`src/resampling_kernel_weight_macros.svh`:
```
// ----------------------------------------------------------------------------
// Resampling kernel weight: assertion macros
// Immediate-consequence and next-cycle property wrappers, removable as a set.
// ----------------------------------------------------------------------------
`ifndef RESAMPLING_KERNEL_WEIGHT_MACROS_SVH
`define RESAMPLING_KERNEL_WEIGHT_MACROS_SVH

`ifndef NO_ASSERTIONS

// consequence holds in the same cycle as the antecedent
`define RKW_ASSERT_SAME(label, ck, rs, ante, cons, msg) \
  label: assert property (@(posedge ck) disable iff (rs) (ante) |-> (cons)) \
    else $error(msg);

// consequence holds in the cycle after the antecedent
`define RKW_ASSERT_NEXT(label, ck, rs, ante, cons, msg) \
  label: assert property (@(posedge ck) disable iff (rs) (ante) |=> (cons)) \
    else $error(msg);

`else

`define RKW_ASSERT_SAME(label, ck, rs, ante, cons, msg)
`define RKW_ASSERT_NEXT(label, ck, rs, ante, cons, msg)

`endif

`endif

```
`src/rkw_pkg.sv`:
```
// ----------------------------------------------------------------------------
// Resampling kernel weight: package
// Shared types, kernel codes and fixed widths.
// ----------------------------------------------------------------------------
package rkw_pkg;

  localparam int OFFSET_W = 16;  // offset word, two's complement
  localparam int AW       = 17;  // magnitude of offset, holds 2^15
  localparam int WEIGHT_W = 16;  // Q1.15 weight
  localparam int SUP_W    = 14;  // support radius field
  localparam int PW       = 17;  // pre-weight, cubic path carries 3*weight

  localparam logic [WEIGHT_W-1:0] WEIGHT_ONE = 16'h8000;

  // floor(x/3) = (x * RECIP3) >> RECIP3_SH for any x below 2^PW
  localparam logic [15:0] RECIP3    = 16'd43691;
  localparam int          RECIP3_SH = 17;

  typedef enum logic [1:0] {
    KS_BOX   = 2'd0,
    KS_TRI   = 2'd1,
    KS_BELL  = 2'd2,
    KS_CUBIC = 2'd3
  } kernel_t;

  // which piece of the kernel an offset falls into
  typedef enum logic [2:0] {
    Z_ZERO,
    Z_FULL,
    Z_TRI,
    Z_BELL_IN,
    Z_BELL_OUT,
    Z_CUB_IN,
    Z_CUB_OUT
  } zone_t;

  typedef struct packed {
    logic    vld;
    kernel_t sel;
    zone_t   zone;
  } rkw_ctl_t;

endpackage

```
`src/rkw_powers.sv`:
```
// ----------------------------------------------------------------------------
// Resampling kernel weight: square and cube stages
// Two registered multiplier stages giving b^2 and b^3 with control alongside.
// ----------------------------------------------------------------------------
module rkw_powers #(
  parameter int BW = 13
) (
  input  logic                clk,
  input  logic                rst,
  input  logic                adv,
  input  rkw_pkg::rkw_ctl_t   ctl_in,
  input  logic [BW-1:0]       b_in,
  output rkw_pkg::rkw_ctl_t   ctl_out,
  output logic [BW-1:0]       b_out,
  output logic [2*BW-1:0]     sq_out,
  output logic [3*BW-1:0]     cu_out
);
  import rkw_pkg::*;

  localparam int SQW = 2 * BW;
  localparam int CUW = 3 * BW;

  rkw_ctl_t         ctl_b;
  logic [BW-1:0]    b_b;
  logic [SQW-1:0]   sq_b;
  logic [SQW-1:0]   sq_next;
  logic [CUW-1:0]   cu_next;

  assign sq_next = SQW'(b_in) * SQW'(b_in);
  assign cu_next = CUW'(sq_b) * CUW'(b_b);

  always_ff @(posedge clk) begin
    if (rst) begin
      ctl_b   <= '0;
      ctl_out <= '0;
    end else if (adv) begin
      ctl_b   <= ctl_in;
      ctl_out <= ctl_b;
    end
  end

  always_ff @(posedge clk) begin
    if (adv) begin
      b_b    <= b_in;
      sq_b   <= sq_next;
      b_out  <= b_b;
      sq_out <= sq_b;
      cu_out <= cu_next;
    end
  end

endmodule

```
`src/resampling_kernel_weight.sv`:
```
// ----------------------------------------------------------------------------
// Resampling kernel weight
// Box, triangle, bell and cubic B-spline kernels evaluated at a Q4.12 offset.
// ----------------------------------------------------------------------------
// One offset word per clock goes in and one weight word per clock comes out
// while the pipeline is not stalled. The whole pipeline advances together
// whenever the output register is empty or being taken, and in_ready is high
// exactly then; a stall freezes every stage in place. The six stages are:
// input register, magnitude and piece select, square, cube, polynomial sum
// with rounding, and the divide by three for the cubic kernel into the
// output register. kernel_select is sampled with each word as it enters;
// write it only while the block is idle.
`include "resampling_kernel_weight_macros.svh"

module resampling_kernel_weight #(
  parameter int OFFSET_FRAC_BITS = 12
) (
  input  logic                               clk,
  input  logic                               rst,
  input  logic                               cfg_we,
  input  logic [1:0]                         cfg_wdata,
  input  logic                               in_valid,
  output logic                               in_ready,
  input  logic signed [rkw_pkg::OFFSET_W-1:0] offset,
  output logic                               out_valid,
  input  logic                               out_ready,
  output logic [rkw_pkg::WEIGHT_W-1:0]       weight,
  output logic [rkw_pkg::SUP_W-1:0]          support
);
  import rkw_pkg::*;

  localparam int FB  = OFFSET_FRAC_BITS;
  localparam int BW  = FB + 1;            // kernel argument, at most 1.0
  localparam int SQW = 2 * BW;
  localparam int CUW = 3 * BW;
  localparam int CW  = ((FB + 2) > (AW + 1)) ? FB + 2 : AW + 1;  // compares
  localparam int RA  = 3 * FB + 3;        // cubic numerator
  localparam int RB  = 2 * FB + 17;       // bell, scaled by 2^15
  localparam int RW  = ((RA > RB) ? RA : RB) + 1;

  localparam logic [CW-1:0] C_HALF  = CW'(1) << (FB - 1);
  localparam logic [CW-1:0] C_ONE   = CW'(1) << FB;
  localparam logic [CW-1:0] C_3HALF = CW'(3) << (FB - 1);
  localparam logic [CW-1:0] C_TWO   = CW'(1) << (FB + 1);

  localparam logic [RW-1:0] TRI_RND  = RW'(1) << (FB - 1);
  localparam logic [RW-1:0] BIN_RND  = RW'(1) << (2 * FB - 1);
  localparam logic [RW-1:0] BOUT_RND = RW'(1) << (2 * FB);
  localparam logic [RW-1:0] BELL_C   = RW'(3) << (2 * FB - 2);   // 0.75
  localparam logic [RW-1:0] CUB_FOUR = RW'(1) << (3 * FB + 2);   // 4 in x^3 scale
  localparam logic [RW-1:0] CUB_RND  = RW'(3) << (3 * FB - 15);  // half of 6*2^(3F-15)
  localparam int            CUB_SH   = 3 * FB - 14;              // then /3 later

  // global advance: the pipe moves when the output slot is free or taken
  logic adv;
  assign adv      = !out_valid || out_ready;
  assign in_ready = adv;

  // configuration register
  kernel_t kernel_select;

  always_ff @(posedge clk) begin
    if (rst) begin
      kernel_select <= KS_BOX;
    end else if (cfg_we) begin
      kernel_select <= kernel_t'(cfg_wdata);
    end
  end

  // --------------------------------------------------------------------------
  // Stage 1: input register
  // --------------------------------------------------------------------------
  logic                s1_vld;
  kernel_t             s1_sel;
  logic [OFFSET_W-1:0] s1_off;

  always_ff @(posedge clk) begin
    if (rst) begin
      s1_vld <= 1'b0;
    end else if (adv) begin
      s1_vld <= in_valid;
    end
  end

  always_ff @(posedge clk) begin
    if (adv) begin
      s1_off <= offset;
      s1_sel <= kernel_select;
    end
  end

  // --------------------------------------------------------------------------
  // Stage 2: magnitude, kernel piece and its argument
  // --------------------------------------------------------------------------
  logic          neg;
  logic [AW-1:0] a_ext;
  logic [AW-1:0] a_mag;
  logic [CW-1:0] a_c;
  logic [CW-1:0] bc;
  zone_t         zone_next;

  assign neg   = s1_off[OFFSET_W-1];
  assign a_ext = {1'b0, s1_off};
  // most negative offset comes out as exactly 2^15
  assign a_mag = neg ? (AW'(1) << OFFSET_W) - a_ext : a_ext;
  assign a_c   = {{(CW - AW){1'b0}}, a_mag};

  always_comb begin
    zone_next = Z_ZERO;
    bc        = '0;
    case (s1_sel)
      KS_BOX: begin
        // half-open interval (-0.5, 0.5]
        if (neg ? (a_c < C_HALF) : (a_c <= C_HALF)) begin
          zone_next = Z_FULL;
        end
      end
      KS_TRI: begin
        if (a_c < C_ONE) begin
          zone_next = Z_TRI;
          bc        = C_ONE - a_c;
        end
      end
      KS_BELL: begin
        if (a_c < C_HALF) begin
          zone_next = Z_BELL_IN;
          bc        = a_c;
        end else if (a_c < C_3HALF) begin
          zone_next = Z_BELL_OUT;
          bc        = C_3HALF - a_c;
        end
      end
      KS_CUBIC: begin
        if (a_c < C_ONE) begin
          zone_next = Z_CUB_IN;
          bc        = a_c;
        end else if (a_c < C_TWO) begin
          zone_next = Z_CUB_OUT;
          bc        = C_TWO - a_c;
        end
      end
      default: begin
        zone_next = Z_ZERO;
        bc        = '0;
      end
    endcase
  end

  rkw_ctl_t      s2_ctl;
  logic [BW-1:0] s2_b;

  always_ff @(posedge clk) begin
    if (rst) begin
      s2_ctl <= '0;
    end else if (adv) begin
      s2_ctl.vld  <= s1_vld;
      s2_ctl.sel  <= s1_sel;
      s2_ctl.zone <= zone_next;
    end
  end

  always_ff @(posedge clk) begin
    if (adv) begin
      s2_b <= bc[BW-1:0];
    end
  end

  // --------------------------------------------------------------------------
  // Stages 3 and 4: b^2 then b^3
  // --------------------------------------------------------------------------
  rkw_ctl_t       s4_ctl;
  logic [BW-1:0]  s4_b;
  logic [SQW-1:0] s4_sq;
  logic [CUW-1:0] s4_cu;

  rkw_powers #(
    .BW (BW)
  ) u_powers (
    .clk     (clk),
    .rst     (rst),
    .adv     (adv),
    .ctl_in  (s2_ctl),
    .b_in    (s2_b),
    .ctl_out (s4_ctl),
    .b_out   (s4_b),
    .sq_out  (s4_sq),
    .cu_out  (s4_cu)
  );

  // --------------------------------------------------------------------------
  // Stage 5: polynomial and round to Q1.15 (cubic keeps 3*w, still /3)
  // --------------------------------------------------------------------------
  logic [RW-1:0] b_r;
  logic [RW-1:0] sq_r;
  logic [RW-1:0] cu_r;
  logic [RW-1:0] acc;
  logic [PW-1:0] pre_next;
  logic          div3_next;

  assign b_r  = RW'(s4_b);
  assign sq_r = RW'(s4_sq);
  assign cu_r = RW'(s4_cu);

  always_comb begin
    acc       = '0;
    div3_next = 1'b0;
    case (s4_ctl.zone)
      Z_FULL:     acc = RW'(WEIGHT_ONE);
      Z_TRI:      acc = ((b_r << 15) + TRI_RND) >> FB;
      Z_BELL_IN:  acc = (((BELL_C - sq_r) << 15) + BIN_RND) >> (2 * FB);
      Z_BELL_OUT: acc = ((sq_r << 15) + BOUT_RND) >> (2 * FB + 1);
      Z_CUB_IN: begin
        // 3a^3 - 6a^2 + 4, all in 2^(3F) scale
        acc = ((cu_r << 1) + cu_r + CUB_FOUR + CUB_RND
               - (sq_r << (FB + 2)) - (sq_r << (FB + 1))) >> CUB_SH;
        div3_next = 1'b1;
      end
      Z_CUB_OUT: begin
        acc       = (cu_r + CUB_RND) >> CUB_SH;
        div3_next = 1'b1;
      end
      default: begin
        acc       = '0;
        div3_next = 1'b0;
      end
    endcase
  end

  assign pre_next = acc[PW-1:0];

  logic          s5_vld;
  kernel_t       s5_sel;
  logic [PW-1:0] s5_pre;
  logic          s5_div3;

  always_ff @(posedge clk) begin
    if (rst) begin
      s5_vld <= 1'b0;
    end else if (adv) begin
      s5_vld <= s4_ctl.vld;
    end
  end

  always_ff @(posedge clk) begin
    if (adv) begin
      s5_sel  <= s4_ctl.sel;
      s5_pre  <= pre_next;
      s5_div3 <= div3_next;
    end
  end

  // --------------------------------------------------------------------------
  // Stage 6: divide by three via reciprocal, support radius, output register
  // --------------------------------------------------------------------------
  logic [PW+15:0]       prod3;
  logic [WEIGHT_W-1:0]  weight_next;
  logic [CW-1:0]        sup_c;

  assign prod3       = (PW + 16)'(s5_pre) * (PW + 16)'(RECIP3);
  assign weight_next = s5_div3 ? prod3[RECIP3_SH +: WEIGHT_W] : s5_pre[WEIGHT_W-1:0];

  always_comb begin
    case (s5_sel)
      KS_BOX:   sup_c = C_HALF;
      KS_TRI:   sup_c = C_ONE;
      KS_BELL:  sup_c = C_3HALF;
      KS_CUBIC: sup_c = C_TWO;
      default:  sup_c = C_HALF;
    endcase
  end

  always_ff @(posedge clk) begin
    if (rst) begin
      out_valid <= 1'b0;
    end else if (adv) begin
      out_valid <= s5_vld;
    end
  end

  always_ff @(posedge clk) begin
    if (adv) begin
      weight  <= weight_next;
      support <= sup_c[SUP_W-1:0];
    end
  end

  // --------------------------------------------------------------------------
  // Assertions
  // --------------------------------------------------------------------------
  logic box_done;
  logic box_ok;
  logic cub_done;

  assign box_done = s5_vld && adv && (s5_sel == KS_BOX);
  assign cub_done = s5_vld && adv && (s5_sel == KS_CUBIC);
  assign box_ok   = (weight == '0) || (weight == WEIGHT_ONE);

  `RKW_ASSERT_SAME(a_weight_max, clk, rst, out_valid, weight <= WEIGHT_ONE, "weight above 1.0")
  `RKW_ASSERT_NEXT(a_box_binary, clk, rst, box_done, box_ok, "box weight not 0 or 1")
  `RKW_ASSERT_NEXT(a_cubic_peak, clk, rst, cub_done, weight <= 16'd21845, "cubic above 2/3")

endmodule
```
`config.mk`:
```
export PLATFORM = sky130hd
export DESIGN_NAME = resampling_kernel_weight
export DESIGN_NICKNAME = d
export VERILOG_FILES = /design/src/rkw_pkg.sv /design/src/rkw_powers.sv /design/src/resampling_kernel_weight.sv
export VERILOG_INCLUDE_DIRS = /design/src /design/src/src
export SDC_FILE = /design/constraint.sdc
export NUM_CORES = 2
export LEC_CHECK = 0
export BUFFER_PORTS_ARGS = -buffer_cell sky130_fd_sc_hd__buf_2
export CAP_MARGIN = 20
export CORE_AREA = 5 5 265 293
export CTS_BUF_LIST = sky130_fd_sc_hd__clkbuf_4 sky130_fd_sc_hd__clkbuf_8
export DETAILED_ROUTE_END_ITERATION = 10
export DIE_AREA = 0 0 270 298
export GPL_ROUTABILITY_DRIVEN = 1
export HOLD_SLACK_MARGIN = 0.08
export SYNTH_ARGS = -nofsm -noshare
export SYNTH_HDL_FRONTEND = slang
export SYNTH_HIERARCHICAL = 1
export SYNTH_SLANG_ARGS = --single-unit
```
`constraint.sdc`:
```
create_clock -name clk -period 6.5 [get_ports clk]
set_input_delay 0.325 -clock clk [delete_from_list [all_inputs] [get_ports clk]]
set_output_delay 0.325 -clock clk [all_outputs]
set_load 0.03 [all_outputs]
```
==> impl_metrics.py <==
metrics = {
    "synth": {
        "syn_area_mm2": 0.0332,
        "async_reset_ff_share_pct": 0,
        "synth_compound_area_share_pct": 8.88,
        "ys_ff_latch": 205,
        "synth_xor_xnor_area_share_pct": 4.22,
        "synth_warnings": 6,
        "syn_avg_cell_area_um2": 9.53,
        "synth_cells": 3480,
        "synth_ff_type": "edfxtp_1",
        "synth_area_leaders": "fa_1 (30%), edfxtp_1 (16%), ha_1 (15%)",
        "synthSimpleGateAreaFrac_pct": 12.3,
        "synth_edf_count": 182,
        "yosysTopAreaCell": "fa_1",
        "synth-adder-area-share_pct": 44.7,
        "seq_area_frac_synth_pct": 17.9,
        "synth_top_area_share_pct": 29.6,
        "synthMuxAreaShare_pct": 1.13,
        "synthDistinctLibCells": 99,
        "synth_top_family_by_area": "adder cells",
    },
    "final_layout": {
        "nets": 4452,
        "drive_above_1_share_pct": 6.61,
        "syn_to_final_growth_pct": 7.81,
        "finalInstanceArea_mm2": 0.0357,
        "fin_util_pct": 48.2,
    },
    "sta": {
        "fin_crit_ns": 6.17,
        "hold_viol_final": 0,
        "relSlewSlack_pct": 30.2,
        "tns_ns": 0,
        "setup_slack_ns": 0.330,
        "fmax_mhz": 162,
        "finalMaxSlewViolations": 0,
        "setup_violations": 0,
        "worst_slew_pin_slew_ns": 1.05,
        "finalClockSkew_ns": 0.0455,
        "finalCritPeriodShare_pct": 94.9,
    },
    "worst_setup_path": {
        "critPathCaptureType": "register",
        "rr_worst_depth": 21,
        "start_kind": "register",
        "crit_start": "s5_pre[3]$_DFFE_PP_",
        "critPathRequiredTime_ns": 6.86,
        "cp_max_fo": 4,
        "worstPathArrival_ns": 6.53,
        "regToRegStartpoint": "s5_pre[3]$_DFFE_PP_",
        "crit_type": "register to register",
    },
    "clock_tree": {
        "cts-buffers-inserted": 42,
        "cts_tree": "built",
        "clk_latency_ns": 0.63,
        "cts-htree-levels": 2,
        "path_clk_slew_ns": 0.06,
        "cts_sinks": 205,
        "cts.path.max_buffers": 3,
        "cts-root-buf": "clkbuf_8",
    },
    "min_path": {
        "min_from": "out_ready",
        "hold_path.class": "input port to register",
        "hold_depth": 5,
    },
    "grt": {
        "grt_pass1_wl_um": 128000,
        "grt_max_degree": 133,
        "grt_antenna_before_repair": 2,
        "gr-total-overflow": 0,
        "track_usage_pct": 19.4,
        "grt_pass1_vias": 24900,
    },
    "placement": {
        "port_buffers": 43,
        "dpl.hpwl_um": 61300,
        "place_area_mm2": 0.0345,
        "dp_slack_ns": 0.00467,
        "gp_congestion": 0.916,
    },
    "power": {
        "combPwrFrac_pct": 26.4,
        "clockPowerShare_pct": 36.5,
        "p_int_w": 0.00278,
        "p_per_area_mw_per_mm2": 116,
        "switchingPower_w": 0.00138,
        "ir_drop_v": 0.000148,
        "switching_share_pct": 33.2,
        "leakage_nw": 18.4,
        "p_seq_share_pct": 37.1,
    },
    "die": {
        "io_pins": 55,
        "die_w_um": 270,
        "die_h_um": 298,
        "coreArea_mm2": 0.0742,
        "die-area_mm2": 0.0805,
        "rows": 105,
        "initial_core_util_pct": 44.7,
    },
    "detailed_routing": {
        "dr.pass1.iters": 5,
        "wl_per_cell_um": 16.7,
        "vias": 23200,
        "via_per_inst": 5.11,
        "ant_nets": 0,
        "drc": 0,
        "wl_um": 75500,
        "first_iter_violations": 927,
    },
    "flow_run": {
        "maxCapViolCount": 0,
    },
    "run_status": {
        "status": "completed",
    },
}
-- flip-flops by register name, summed over array words and instances, names as in the netlist --
signal            cells
s5_sel                2
u_powers/ctl_out      6
s5_div3               1
s2_ctl                6
support               3
s5_vld                1
u_powers/cu_out      39
u_powers/b_b         13
s1_vld                1
u_powers/b_out       12
s5_pre               17
s1_off               16
out_valid             1
u_powers/sq_b        24
weight               16
s1_sel                2
s2_b                 13
u_powers/sq_out      24
kernel_select         2
u_powers/ctl_b        6
-- critical path, stage by stage (launching register included) --
cell and delay (ns):
edfxtp_1 0.39, buf_4 0.17, ha_1 0.34, fa_1 0.52
inv_1 0.06, fa_1 0.50, inv_1 0.06, fa_1 0.50
fa_1 0.54, inv_1 0.05, fa_1 0.52, inv_1 0.04
ha_1 0.33, o21ai_0 0.13, nor2_1 0.14, o311ai_2 0.35
o2111ai_2 0.26, a31o_2 0.26, a211o_1 0.32, a21oi_1 0.18
xnor2_1 0.13, mux2i_1 0.09
-- cells by family (layout without fill, tap and decap cells) --
kind of cell | Yosys count | count (layout)
AO/OA/AOI/OAI | 425 | 425
XOR/XNOR | 159 | 159
adder cells (fa/ha/maj) | 890 | 890
buffers and inverters | 934 | 1010
flip-flops | 205 | 205
multiplexers | 36 | 36
other | 3 | 20
AND/OR/NAND/NOR | 828 | 828
-- synth_stat cells, types with 8 or more instances --
| library cell | number |
|---|---|
| o22ai_1 | 10 |
| nor3_1 | 33 |
| and2_1 | 172 |
| o21ai_0 | 64 |
| or2_2 | 8 |
| o211ai_1 | 12 |
| ha_1 | 400 |
| o21a_1 | 13 |
| nor2b_1 | 15 |
| buf_4 | 15 |
| fa_1 | 490 |
| and3_1 | 21 |
| xor2_1 | 60 |
| o31ai_1 | 12 |
| clkbuf_1 | 95 |
| mux2_2 | 8 |
| xnor2_1 | 98 |
| or3_1 | 9 |
| nand3_1 | 33 |
| a21oi_1 | 111 |
| edfxtp_1 | 182 |
| o21bai_1 | 12 |
| a31oi_1 | 15 |
| dfxtp_1 | 23 |
| mux2i_1 | 27 |
| nor2_1 | 107 |
| buf_2 | 9 |
| nand2_1 | 339 |
| a211oi_1 | 18 |
| nand2b_1 | 16 |
| inv_1 | 810 |
| a21o_1 | 54 |
| nand4_1 | 31 |
-- what timing repair did --
| action | 4_1_cts | 5_1_grt |
|---|---|---|
| setup endpoints to repair | 1 | 4 |
| setup buffers | 0 | 6 |
| gates resized for setup | 1 | 5 |
| pin swaps | 0 | 0 |
| endpoints found under the hold margin | 28 | 0 |
| hold buffers | 23 | 0 |
-- through the flow --
stage	std cells	hold WS [ns]	total power, W
floorplan	3495	0.397	0.00238
global placement	4429	0.414	0.00264
detailed placement	4429	0.423	0.00264
CTS	4528	0.107	0.00422
global route	4536	0.144	0.00444
finish	4536	0.167	0.00416
-- power groups by stage --
| stage | Clock, W | Sequential (W) | Combinational, W |
|---|---|---|---|
| final | 0.00152 | 0.00154 | 0.00110 |
| after global routing | 0.00163 | 0.00155 | 0.00125 |
| after CTS | 0.00158 | 0.00154 | 0.00109 |
| after detailed placement | 0 | 0.00157 | 0.00107 |
| after global placement | 0 | 0.00157 | 0.00107 |
| after floorplan | 0 | 0.00152 | 0.000856 |
-- cell type report --
cell class,count,area (um^2)
tap,963,1200
multi-input combinational,2356,23700
inverter,810,3050
antenna,2,5.00
fill,7066,38500
timing repair buffer,124,918
clock inverter,22,238
clock buffer,54,681
sequential,205,5930
-- cells in the final DEF, fill, tap and decap left out, types with 21 or more instances in the layout --
cell type	count
dlygate4sd3_1	23
mux2i_1	27
ha_1	400
nor2_1	107
a21oi_1	111
edfxtp_1	182
dfxtp_1	23
xnor2_1	98
buf_2	43
nand2_1	339
fa_1	490
xor2_1	60
and3_1	21
inv_1	809
and2_1	172
buf_4	55
clkbuf_8	44
nor3_1	33
nand4_1	31
nand3_1	33
a21o_1	54
o21ai_0	64
-- path summary, 6_finish.rpt --
kind / endpoint / slack [ns]
setup / recovery: weight[15]$_DFFE_PP_ / 0.33
hold / removal: s2_ctl[5]$_SDFFE_PP0P_ / 0.17
setup reg to reg: weight[15]$_DFFE_PP_ / 0.33
hold reg to reg: s5_sel[0]$_DFFE_PP_ / 0.43
-- per-layer routing --
layer | part of all wire, % | vias to the layer above | routed length [um] | track usage, %
met5 | 0 | - | 0 | 0
met4 | 3.8 | 0 | 2840 | 6.79
met3 | 3.5 | 131 | 2630 | 2.37
met2 | 50 | 426 | 38100 | 34.5
met1 | 42 | 11500 | 32000 | 24.3
li1 | - | 11100 | - | -
No activity file was read; power rests on OpenSTA's default activity.
